==> src/euclidean_distance_3d_top_macros.svh <==
// Assertion macros for the 3D distance pipeline.
// Expects clk and arst_n in the scope of every use.
`ifndef EUCLIDEAN_DISTANCE_3D_TOP_MACROS_SVH
`define EUCLIDEAN_DISTANCE_3D_TOP_MACROS_SVH

// same-cycle implication, checked out of reset
`define ED3D_ASSERT_NOW(lbl, ante, cons, msg) \
	lbl: assert property (@(posedge clk) disable iff (!arst_n) (ante) |-> (cons)) \
		else $error(msg);

// next-cycle implication, checked out of reset
`define ED3D_ASSERT_NEXT(lbl, ante, cons, msg) \
	lbl: assert property (@(posedge clk) disable iff (!arst_n) (ante) |=> (cons)) \
		else $error(msg);

`endif

==> src/ed3d_pkg.sv <==
// Shared constants for the 3D distance pipeline.
// No dependencies.
package ed3d_pkg;

	localparam int ED3D_COORD_BITS_DEF = 32;

endpackage

==> src/ed3d_diff.sv <==
// Stage 1: absolute coordinate differences of two signed points.
// Depends on ed3d_pkg.
module ed3d_diff import ed3d_pkg::*; #(
	parameter int COORD_BITS = ED3D_COORD_BITS_DEF
) (
	input  logic                         clk,
	input  logic                         arst_n,
	input  logic                         adv,
	input  logic                         vld_i,
	input  logic signed [COORD_BITS-1:0] first_x,
	input  logic signed [COORD_BITS-1:0] first_y,
	input  logic signed [COORD_BITS-1:0] first_z,
	input  logic signed [COORD_BITS-1:0] second_x,
	input  logic signed [COORD_BITS-1:0] second_y,
	input  logic signed [COORD_BITS-1:0] second_z,
	output logic                         vld_o,
	output logic [COORD_BITS-1:0]        dx_o,
	output logic [COORD_BITS-1:0]        dy_o,
	output logic [COORD_BITS-1:0]        dz_o
);

	function automatic logic [COORD_BITS-1:0] abs_diff(
		input logic [COORD_BITS-1:0] a,
		input logic [COORD_BITS-1:0] b
	);
		logic [COORD_BITS:0] dab;
		logic [COORD_BITS:0] dba;
		dab = {a[COORD_BITS-1], a} - {b[COORD_BITS-1], b};
		dba = {b[COORD_BITS-1], b} - {a[COORD_BITS-1], a};
		return dab[COORD_BITS] ? dba[COORD_BITS-1:0] : dab[COORD_BITS-1:0];
	endfunction

	logic                  vld_s1;
	logic [COORD_BITS-1:0] dx_s1;
	logic [COORD_BITS-1:0] dy_s1;
	logic [COORD_BITS-1:0] dz_s1;

	always_ff @(posedge clk or negedge arst_n) begin
		if (!arst_n) begin
			vld_s1 <= 1'b0;
		end else if (adv) begin
			vld_s1 <= vld_i;
		end
	end

	always_ff @(posedge clk) begin
		if (adv) begin
			dx_s1 <= abs_diff(first_x, second_x);
			dy_s1 <= abs_diff(first_y, second_y);
			dz_s1 <= abs_diff(first_z, second_z);
		end
	end

	assign vld_o = vld_s1;
	assign dx_o  = dx_s1;
	assign dy_o  = dy_s1;
	assign dz_o  = dz_s1;

endmodule

==> config.mk <==
export PLATFORM = sky130hd
export DESIGN_NAME = ed3d_diff
export DESIGN_NICKNAME = d
export VERILOG_FILES = /design/src/euclidean_distance_3d_top_macros.svh /design/src/ed3d_pkg.sv /design/src/ed3d_diff.sv
export SDC_FILE = /design/constraint.sdc
export NUM_CORES = 1
export LEC_CHECK = 0
export BUFFER_PORTS_ARGS = -buffer_cell sky130_fd_sc_hd__buf_2
export CELL_PAD_IN_SITES_DETAIL_PLACEMENT = 0
export CELL_PAD_IN_SITES_GLOBAL_PLACEMENT = 1
export CORE_ASPECT_RATIO = 0.8
export CORE_MARGIN = 5
export CORE_UTILIZATION = 30
export DETAILED_ROUTE_END_ITERATION = 8
export PLACE_DENSITY = 0.74
export SYNTH_ARGS = -nofsm -noshare
export SYNTH_HDL_FRONTEND = slang
export SYNTH_SLANG_ARGS = --single-unit
==> constraint.sdc <==
create_clock -name clk -period 0.8 [get_ports clk]
set_clock_uncertainty 0.05 [all_clocks]
set_input_delay 0.12 -clock clk [delete_from_list [all_inputs] [get_ports clk]]
set_output_delay 0.12 -clock clk [all_outputs]
set_load 0.1 [all_outputs]
==> flow_summary.json <==
{
  "numCtsBuffers": 9,
  "cp-endpoint": "dx_o[30]",
  "start_util_pct": 30.45,
  "hp-class": "primary input to flop",
  "ys_ff_latch": 97,
  "worstSetupPathType": "primary input to flop",
  "violations": "setup timing",
  "worst_slack_ns": -1.694,
  "dieWidth_um": 244.2,
  "grt_max_degree": 22,
  "syn_inst": 1668,
  "ctsLongestPathBuffers": 2,
  "core_area_um2": 43220,
  "reg2reg_depth": 1,
  "crit_required_ns": 0.89,
  "ir_drop_uv": 1279,
  "drt_pass1_iterations": 5,
  "routed-via-count": 15610,
  "whs_path_depth": 3,
  "grt_pass1_vias": 15810,
  "reg2reg_from": "vld_o",
  "slew_headroom_pct": 65.61,
  "grt_first_pass_wirelength_mm": 84.04,
  "start_kind": "primary input",
  "hpwlAfterDp_mm": 44.45,
  "drc": 0,
  "p_comb_share_pct": 69.2,
  "drv_cap": 0,
  "area_growth_pct": 85.14,
  "drtAntennaViolNets": 0,
  "final-hold-violation-count": 0,
  "gp_congestion": 0.9201,
  "io_pins": 293,
  "stdcell_area_um2": 24360,
  "routedWlPerCell_um": 17.85,
  "syn_nets": 2059,
  "p_sw_mw": 20.59,
  "outcome": "finished with violations",
  "antenna_found_initial": 9,
  "worst_slew_pin_slew_ns": 0.5136,
  "min_period_ns": 2.494,
  "drt-initial-drc-count": 916,
  "syn_area_per_cell_um2": 7.890,
  "leakagePower_nw": 11.82,
  "clkLatencyLatePin_ns": 0.39,
  "synth_edf_count": 96,
  "rows": 68,
  "mostFrequentLayoutCells": "buf_4 (584), inv_1 (201), buf_2 (173)",
  "layout_commonest_cell": "buf_4",
  "critPathCaptureType": "flop",
  "yosysWarnings": 0,
  "finalSetupTns_ns": -180.52,
  "drive_gt1_share_pct": 50.16,
  "port_buffers": 292,
  "maxSlewViolCount": 0,
  "die_h_um": 197.3,
  "pwr_density_cell_nw_per_um2": 1797,
  "fillers": 3737,
  "dpl_cell_area_um2": 21490,
  "ys_seq_area_share_pct": 22.10,
  "htreeDepth": 3,
  "p_sw_share_pct": 47.02,
  "p_int_mw": 23.20,
  "rsz0062_at_grt": "true",
  "reg2reg_slack_ns": -0.11,
  "die-area_um2": 48180,
  "critPathMaxFanout": 3,
  "clk_pin_slew_ns": 0.08,
  "setup_viol_count_final": 191,
  "max_freq_ghz": 0.4010,
  "startpoint": "first_x[0]",
  "clockRootBuffer": "clkbuf_16",
  "p_seq_share_pct": 19.1,
  "via_per_inst": 5.036,
  "ys.flop_type": "edfxtp_1",
  "nets": 2920,
  "grt_util_all_layers_pct": 21.64,
  "cts_tree": "built",
  "rr_endpoint": "vld_o",
  "drt-total-wl_mm": 55.32,
  "gr-total-overflow": 0,
  "min_period_over_period_pct": 311.7,
  "cts_num_sinks": 97,
  "clkPwrFrac_pct": 11.8,
  "dpl_worst_slack_ns": -2.215,
  "netlist_area_um2": 13160,
  "cp.arrival_ns": 2.59,
  "async_reset_ff_share_pct": 1.031,
  "ys_types": 64
}
==> worst min-delay path by stage <==
stage	startpoint	endpoint	slack (ns)
6_report	second_z[0]	dz_o[0]	0.06
5_1_grt	second_z[0]	dz_o[0]	0.03
4_1_cts	second_z[0]	dz_o[0]	0.03
3_5_place_dp	arst_n	vld_o	-0.15
3_3_place_gp	arst_n	vld_o	-0.16
2_1_floorplan	arst_n	vld_o	-0.23
==> what timing repair did <==
item,4_1_cts,5_1_grt
pin swaps,134,93
gates cloned,4,0
hold buffers,3,0
setup buffers,46,26
hold endpoints to repair,2,0
endpoints found under the setup margin,191,191
resized for setup,262,152
==> metal layers <==
metal,GRT usage (%),wire [µm],up-vias
li1,-,-,7624
met1,28.71,24710,7451
met2,36.11,26160,454
met3,5.114,3387,75
met4,4.826,1034,4
met5,0,27,-
==> metrics by stage <==
step	hold slack [ns]	util (%)	power [mW]	cells
5_1_grt	0.03322	56.36	45.66	3097
6_report	0.05997	56.37	43.79	3099
4_1_cts	0.02879	54.42	42.81	3074
2_1_floorplan	-0.2256	-	23.64	1668
3_5_place_dp	-0.1485	49.71	35.19	3006
3_3_place_gp	-0.1553	49.71	34.96	3006
==> registers in the layout, indices dropped and copies added, names as in the netlist <==
signal  count
dx_o       32
dy_o       32
dz_o       32
vld_o       1
==> cell usage after synthesis, drive strengths merged (7+ instances only) <==
library cell,count,area (µm²)
a211oi,24,185.2
a21o,93,698.2
a21oi,194,978.4
a31oi,21,150.2
and2,9,58.81
and3,16,100.1
buf,28,157.7
clkbuf,54,202.7
edfxtp,96,2883
ha,189,2365
inv,223,837.1
mux2i,39,390.4
nand2,100,375.4
nand2b,13,81.33
nand3,31,155.2
nand3b,7,52.55
nand4,23,143.9
nor2,100,375.4
nor2b,18,112.6
nor3,22,110.1
o211ai,20,150.1
o21a,22,165.2
o21ai,111,555.5
o21bai,25,187.7
o31ai,10,75.07
or3,10,62.56
xnor2,49,429.2
xor2,38,332.8
==> area by class of cell <==
class | count | area [µm²] | area share, %
sequential | 97 | 2912 | 11.95
clock buffer | 9 | 225.2 | 0.9244
tap | 560 | 700.7 | 2.876
inverter | 223 | 907.1 | 3.723
clock inverter | 7 | 93.84 | 0.3851
antenna | 5 | 12.51 | 0.05135
timing repair buffer | 932 | 8299 | 34.06
multi-input combinational | 1266 | 11210 | 46.03
==> power groups by stage <==
stage / registers, mW / clock network [mW] / logic (mW)
after floorplan: 15.4 / 0 / 8.25
after global placement: 8.46 / 0 / 26.5
after detailed placement: 8.44 / 0 / 26.7
after CTS: 8.36 / 5.35 / 29.1
after global routing: 8.43 / 5.50 / 31.7
final: 8.35 / 5.15 / 30.3
==> worst max-delay path, cell delays in order <==
cell and delay [ns]:
buf_8 0.11, buf_6 0.11, ha_4 0.16, fa_2 0.39, nand2b_4 0.17, a21oi_4 0.13
o211ai_1 0.22, o21ai_2 0.30, a21oi_2 0.11, o32ai_2 0.28, nor4_2 0.10, o32ai_2 0.28
xor2_1 0.10
==> logic make-up (layout without fill, tap and decap cells) <==
family,count (synthesis),count (layout),share of synthesized area (%)
flops,97,97,22.10
buf+inv,305,1171,9.099
compound gates,580,580,27.84
simple gates,361,361,12.99
other cells,0,5,0
fa+ha+maj,195,195,18.88
mux,43,43,3.309
xor+xnor,87,87,5.790
Power figures use the tool's default switching activity.
