**src/euclidean_distance_3d_top_macros.svh**
```systemverilog
// Assertion macros for the 3D distance pipeline.
// Expects clk and arst_n in the scope of every use.
`ifndef EUCLIDEAN_DISTANCE_3D_TOP_MACROS_SVH
`define EUCLIDEAN_DISTANCE_3D_TOP_MACROS_SVH

// same-cycle implication, checked out of reset
`define ED3D_ASSERT_NOW(lbl, ante, cons, msg) \
	lbl: assert property (@(posedge clk) disable iff (!arst_n) (ante) |-> (cons)) \
		else $error(msg);

// next-cycle implication, checked out of reset
`define ED3D_ASSERT_NEXT(lbl, ante, cons, msg) \
	lbl: assert property (@(posedge clk) disable iff (!arst_n) (ante) |=> (cons)) \
		else $error(msg);

`endif

```
**src/ed3d_pkg.sv**
```systemverilog
// Shared constants for the 3D distance pipeline.
// No dependencies.
package ed3d_pkg;

	localparam int ED3D_COORD_BITS_DEF = 32;

endpackage

```
**src/ed3d_sqrt.sv**
```systemverilog
// Pipelined digit-by-digit integer square root, one root bit per stage.
// Depends on ed3d_pkg.
module ed3d_sqrt import ed3d_pkg::*; #(
	parameter int COORD_BITS = ED3D_COORD_BITS_DEF
) (
	input  logic                      clk,
	input  logic                      arst_n,
	input  logic                      adv,
	input  logic                      vld_i,
	input  logic [2*COORD_BITS+1:0]   rad_i,
	output logic                      vld_o,
	output logic [COORD_BITS:0]       root_o
);

	localparam int R = COORD_BITS + 1;
	localparam int W = 2 * COORD_BITS + 2;

	logic         vld_s  [R];
	logic [R+1:0] rem_s  [R];
	logic [R-1:0] root_s [R];
	logic [W-1:0] rad_s  [R];

	assign vld_s[0]  = vld_i;
	assign rem_s[0]  = '0;
	assign root_s[0] = '0;
	assign rad_s[0]  = rad_i;

	for (genvar j = 0; j < R; j++) begin : g_step
		localparam int I = R - 1 - j;

		logic [R+3:0] sh;
		logic [R+3:0] tr;
		logic         ge;
		logic [R-1:0] root_n;

		assign sh     = {rem_s[j], rad_s[j][2*I+1 -: 2]};
		assign tr     = {2'b00, root_s[j], 2'b01};
		assign ge     = sh >= tr;
		assign root_n = {root_s[j][R-2:0], ge};

		if (j < R - 1) begin : g_mid
			logic [R+3:0] df;
			logic [R+1:0] rem_n;

			assign df    = sh - tr;
			assign rem_n = ge ? df[R+1:0] : sh[R+1:0];

			always_ff @(posedge clk or negedge arst_n) begin
				if (!arst_n) begin
					vld_s[j+1] <= 1'b0;
				end else if (adv) begin
					vld_s[j+1] <= vld_s[j];
				end
			end

			always_ff @(posedge clk) begin
				if (adv) begin
					rem_s[j+1]  <= rem_n;
					root_s[j+1] <= root_n;
					rad_s[j+1]  <= rad_s[j];
				end
			end
		end else begin : g_last
			always_ff @(posedge clk or negedge arst_n) begin
				if (!arst_n) begin
					vld_o <= 1'b0;
				end else if (adv) begin
					vld_o <= vld_s[j];
				end
			end

			always_ff @(posedge clk) begin
				if (adv) begin
					root_o <= root_n;
				end
			end
		end
	end

endmodule

```
**config.mk**
```make
export PLATFORM = sky130hd
export DESIGN_NAME = ed3d_sqrt
export DESIGN_NICKNAME = d
export VERILOG_FILES = /design/src/euclidean_distance_3d_top_macros.svh /design/src/ed3d_pkg.sv /design/src/ed3d_sqrt.sv
export SDC_FILE = /design/constraint.sdc
export NUM_CORES = 2
export LEC_CHECK = 0
export BUFFER_PORTS_ARGS = -buffer_cell sky130_fd_sc_hd__buf_4
export CAP_MARGIN = 20
export CORE_MARGIN = 2
export CORE_UTILIZATION = 65
export CTS_BUF_LIST = sky130_fd_sc_hd__clkbuf_8
export CTS_CLUSTER_DIAMETER = 100
export CTS_CLUSTER_SIZE = 20
export DETAILED_ROUTE_END_ITERATION = 7
export PLACE_DENSITY = 0.82
export SYNTH_ARGS = -nofsm -noshare
export SYNTH_HDL_FRONTEND = slang
export SYNTH_SLANG_ARGS = --single-unit
```
**constraint.sdc**
```tcl
create_clock -name clk -period 4.2 [get_ports clk]
set_clock_uncertainty 0.05 [all_clocks]
set_input_delay 0.21 -clock clk [delete_from_list [all_inputs] [get_ports clk]]
set_output_delay 0.21 -clock clk [all_outputs]
set_load 0.01 [all_outputs]
```
==> metrics.cfg <==
[cells_and_area]
nNetsFinal = 10699
drive_above_1_share_pct = 5.87
instances_no_fill = 12606
syn2layout_area_growth_pct = 6.70
final_common_cell = edfxtp_1
fillCellCount = 12977
final_cell_area_sq_um = 134000
layout_common_cells = edfxtp_1 (2,684), inv_1 (778), nand2_1 (712)

[cts]
numClockSinks = 2717
cts_made_buffers = 154
cts.clk_slew.worst_paths_ns = 0.12
htreeDepth = 4
clk_latency_ns = 1.01
cts_buffer_depth = 3
cts-root-buf = clkbuf_8
cts_tree = done

[hold_path]
min_path_type = input port to asynchronous set/reset pin

[power]
p_int_uw = 44700
ir_worst_vdd_uv = 371
switching_power_uw = 19800
p_leak_uw = 0.0511
seqPwrFrac_pct = 57.2
power_density_nw_per_um2 = 481
combPwrFrac_pct = 25.3
swShare_pct = 30.7
pwr-share-clk_pct = 17.5

[logic_synthesis]
synth_area_sq_um = 126000
synthFlopType = edfxtp_1
syn-num-nets = 10375
synthCells = 9709
synth_seq_cells = 2717
synthArstFlopShare_pct = 1.21
ys_warn_count = 0
synth_edf_count = 2684
seq_area_frac_synth_pct = 64.8
synth.avg_cell_area_sq_um = 12.9
post_synth_num_cell_types = 87

[status]
status = completed

[timing]
rsz0062_at_grt = no
slew_headroom_pct = 26.6
finalHoldViolCount = 0
post-route-period-util_pct = 95.7
max_freq_mhz = 249
setup_tns_ns = 0
tightest_slew_ns = 1.10
finalMaxSlewViolations = 0
setup_viol = 0
finalCriticalPeriod_ns = 4.02

[detailed_routing]
vias_per_cell = 6.00
num_vias = 75660
dr.pass1.iters = 8
drc_errors = 0
drt_wl_total_microns = 261000
drt_iter0_markers = 6440
ant_nets = 0
routedWlPerCell_microns = 20.7

[global_route]
globalRouteTotalUtil_pct = 26.4
grt_max_degree = 143
antenna_found_initial = 7
grt.overflow.total = 0
grt_first_pass_wirelength_microns = 407000
grt_pass1_vias = 74947

[setup_path]
slowest_delay_ns = 0.55
crit_fanout = 28
slowest_stage = edfxtp_1
arrival_ns = 4.68
cpMostUsedCell = o21a_1
crit_path_start_kind = register
critical_path_required_ns = 4.86
crit_chain = inv_1, ha_1, o21a_1, o22ai_1, o221a_2, o21ai_0, a21oi_1, o21a_1, buf_12, nor3_1, nand2_1, nor4b_1, xor2_1
critical_path_class = register to register
critPathCaptureType = register

[place]
place_hpwl_microns = 190000
port_buffers = 103
dpl.cell_count = 12262
place.gp.congestion = 0.961
place_area_sq_um = 130000

[floorplanning]
start_util_pct = 65.4
rows = 161
die_h_microns = 444
io-pin-count = 104
core_sq_um = 192000
die_w_microns = 444
die-area_sq_um = 197000

[flow_run]
maxCapViolCount = 0

[layout make-up]
class | count | area [sq um] | share of cell area [%]
diodes | 7 | 17.5 | 0.0131
clock buffers | 154 | 2120 | 1.58
clock inverters | 42 | 332 | 0.247
inverters | 756 | 2840 | 2.12
multi-input cells | 6043 | 40800 | 30.4
flip-flops and latches | 2717 | 81400 | 60.7
well taps | 2526 | 3160 | 2.36
repair buffers | 361 | 3430 | 2.55
[metal layers]
| metal | part of all wire (%) | GRT usage [%] | vias up |
|---|---|---|---|
| li1 | - | - | 36155 |
| met1 | 40 | 32.4 | 36764 |
| met2 | 51 | 47.0 | 2167 |
| met3 | 4.5 | 3.07 | 570 |
| met4 | 4.5 | 11.7 | 4 |
| met5 | 0.013 | 0 | - |
[synth_stat cells (all sizes together), types with 23 or more instances]
| master | n | area (sq um) |
|---|---|---|
| nand2 | 712 | 2670 |
| and2 | 26 | 163 |
| nand2b | 118 | 738 |
| or2 | 41 | 256 |
| o31ai | 58 | 435 |
| a211oi | 41 | 308 |
| and3 | 50 | 313 |
| xnor2 | 442 | 3870 |
| a31oi | 46 | 288 |
| a21oi | 601 | 3010 |
| o21bai | 55 | 413 |
| o21a | 112 | 841 |
| or4 | 58 | 435 |
| o211ai | 31 | 233 |
| nor2 | 595 | 2230 |
| a21boi | 34 | 255 |
| xor2 | 456 | 3990 |
| nand4 | 95 | 594 |
| nand3 | 158 | 791 |
| edfxtp | 2684 | 80600 |
| inv | 756 | 2840 |
| ha | 596 | 7460 |
| nor3 | 239 | 1210 |
| and4 | 23 | 201 |
| clkbuf | 168 | 631 |
| dfrtp | 33 | 826 |
| o21ai | 528 | 2640 |
| a21o | 248 | 1860 |
| or3 | 109 | 687 |
| nor2b | 81 | 507 |
| buf | 25 | 114 |
| mux2 | 105 | 1180 |
| nor4 | 117 | 753 |
[path summary, 6_finish.rpt]
check	startpoint	cells past startpoint	slack, ns	to
worst max-delay path	g_step[23].root_n[2]	13	0.18	g_step[24].sh[36]
worst min-delay path	arst_n	4	0.17	vld_s[25]
min in group clk	rad_s[1213]	0	0.35	rad_s[1147]
worst min register to register	rad_s[1213]	0	0.35	rad_s[1147]
worst max register to register	g_step[23].root_n[2]	13	0.18	g_step[24].sh[36]
max in group asynchronous	arst_n	4	3.72	vld_s[12]
[stage by stage]
| step | util, % | power, uW | hold slack, ns | setup WS, ns |
|---|---|---|---|---|
| floorplan | - | 47900 | -0.136 | 0.699 |
| global placement | 67.7 | 52900 | 0.107 | 0.400 |
| detailed placement | 67.7 | 53400 | 0.122 | 0.308 |
| CTS | 69.7 | 64700 | 0.0411 | 0.269 |
| global route | 69.7 | 67700 | 0.134 | 0.0411 |
| finish | 69.7 | 64500 | 0.171 | 0.181 |
[state kept, by name, summed over array words and instances, names as in the netlist]
name,cells
g_step.sh,1131
rad_s,992
g_step.root_n,528
root_o,33
vld_s,32
vld_o,1
[worst max-delay path, delay by kind of cell, from the launching register on]
family          cells  cell delay (ns)
flops               1             0.55
xor+xnor            1             0.11
compound gates      6             1.68
fa+ha+maj           1             0.36
buf+inv             2             0.26
simple gates        3             0.75
[cells by family after synthesis]
group / count (synthesis) / share of synthesized area (%)
other: 1 / 0.00298
DFF: 2717 / 64.8
adders and majority gates: 596 / 5.93
xor gates and xnor gates: 898 / 6.26
muxes: 123 / 1.08
buffers and inverters: 949 / 2.85
AOI/OAI and AO/OA: 1921 / 9.37
and+or+nand+nor: 2504 / 9.74
[power groups by stage]
stage | combinational [uW] | clock, uW | sequential (uW)
2_1_floorplan | 11700 | 0 | 36200
3_3_place_gp | 15600 | 0 | 37400
3_5_place_dp | 15900 | 0 | 37500
4_1_cts | 16100 | 11700 | 36900
5_1_grt | 18000 | 12500 | 37200
6_report | 16300 | 11300 | 36900
[what timing repair did]
action                     4_1_cts  5_1_grt
buffers inserted                 0        0
gates resized for setup          0        2
hold endpoints to repair       404        0
setup endpoints to repair        0        2
hold buffers                   140        0
Note: power is estimated with default switching activity, not from simulation.
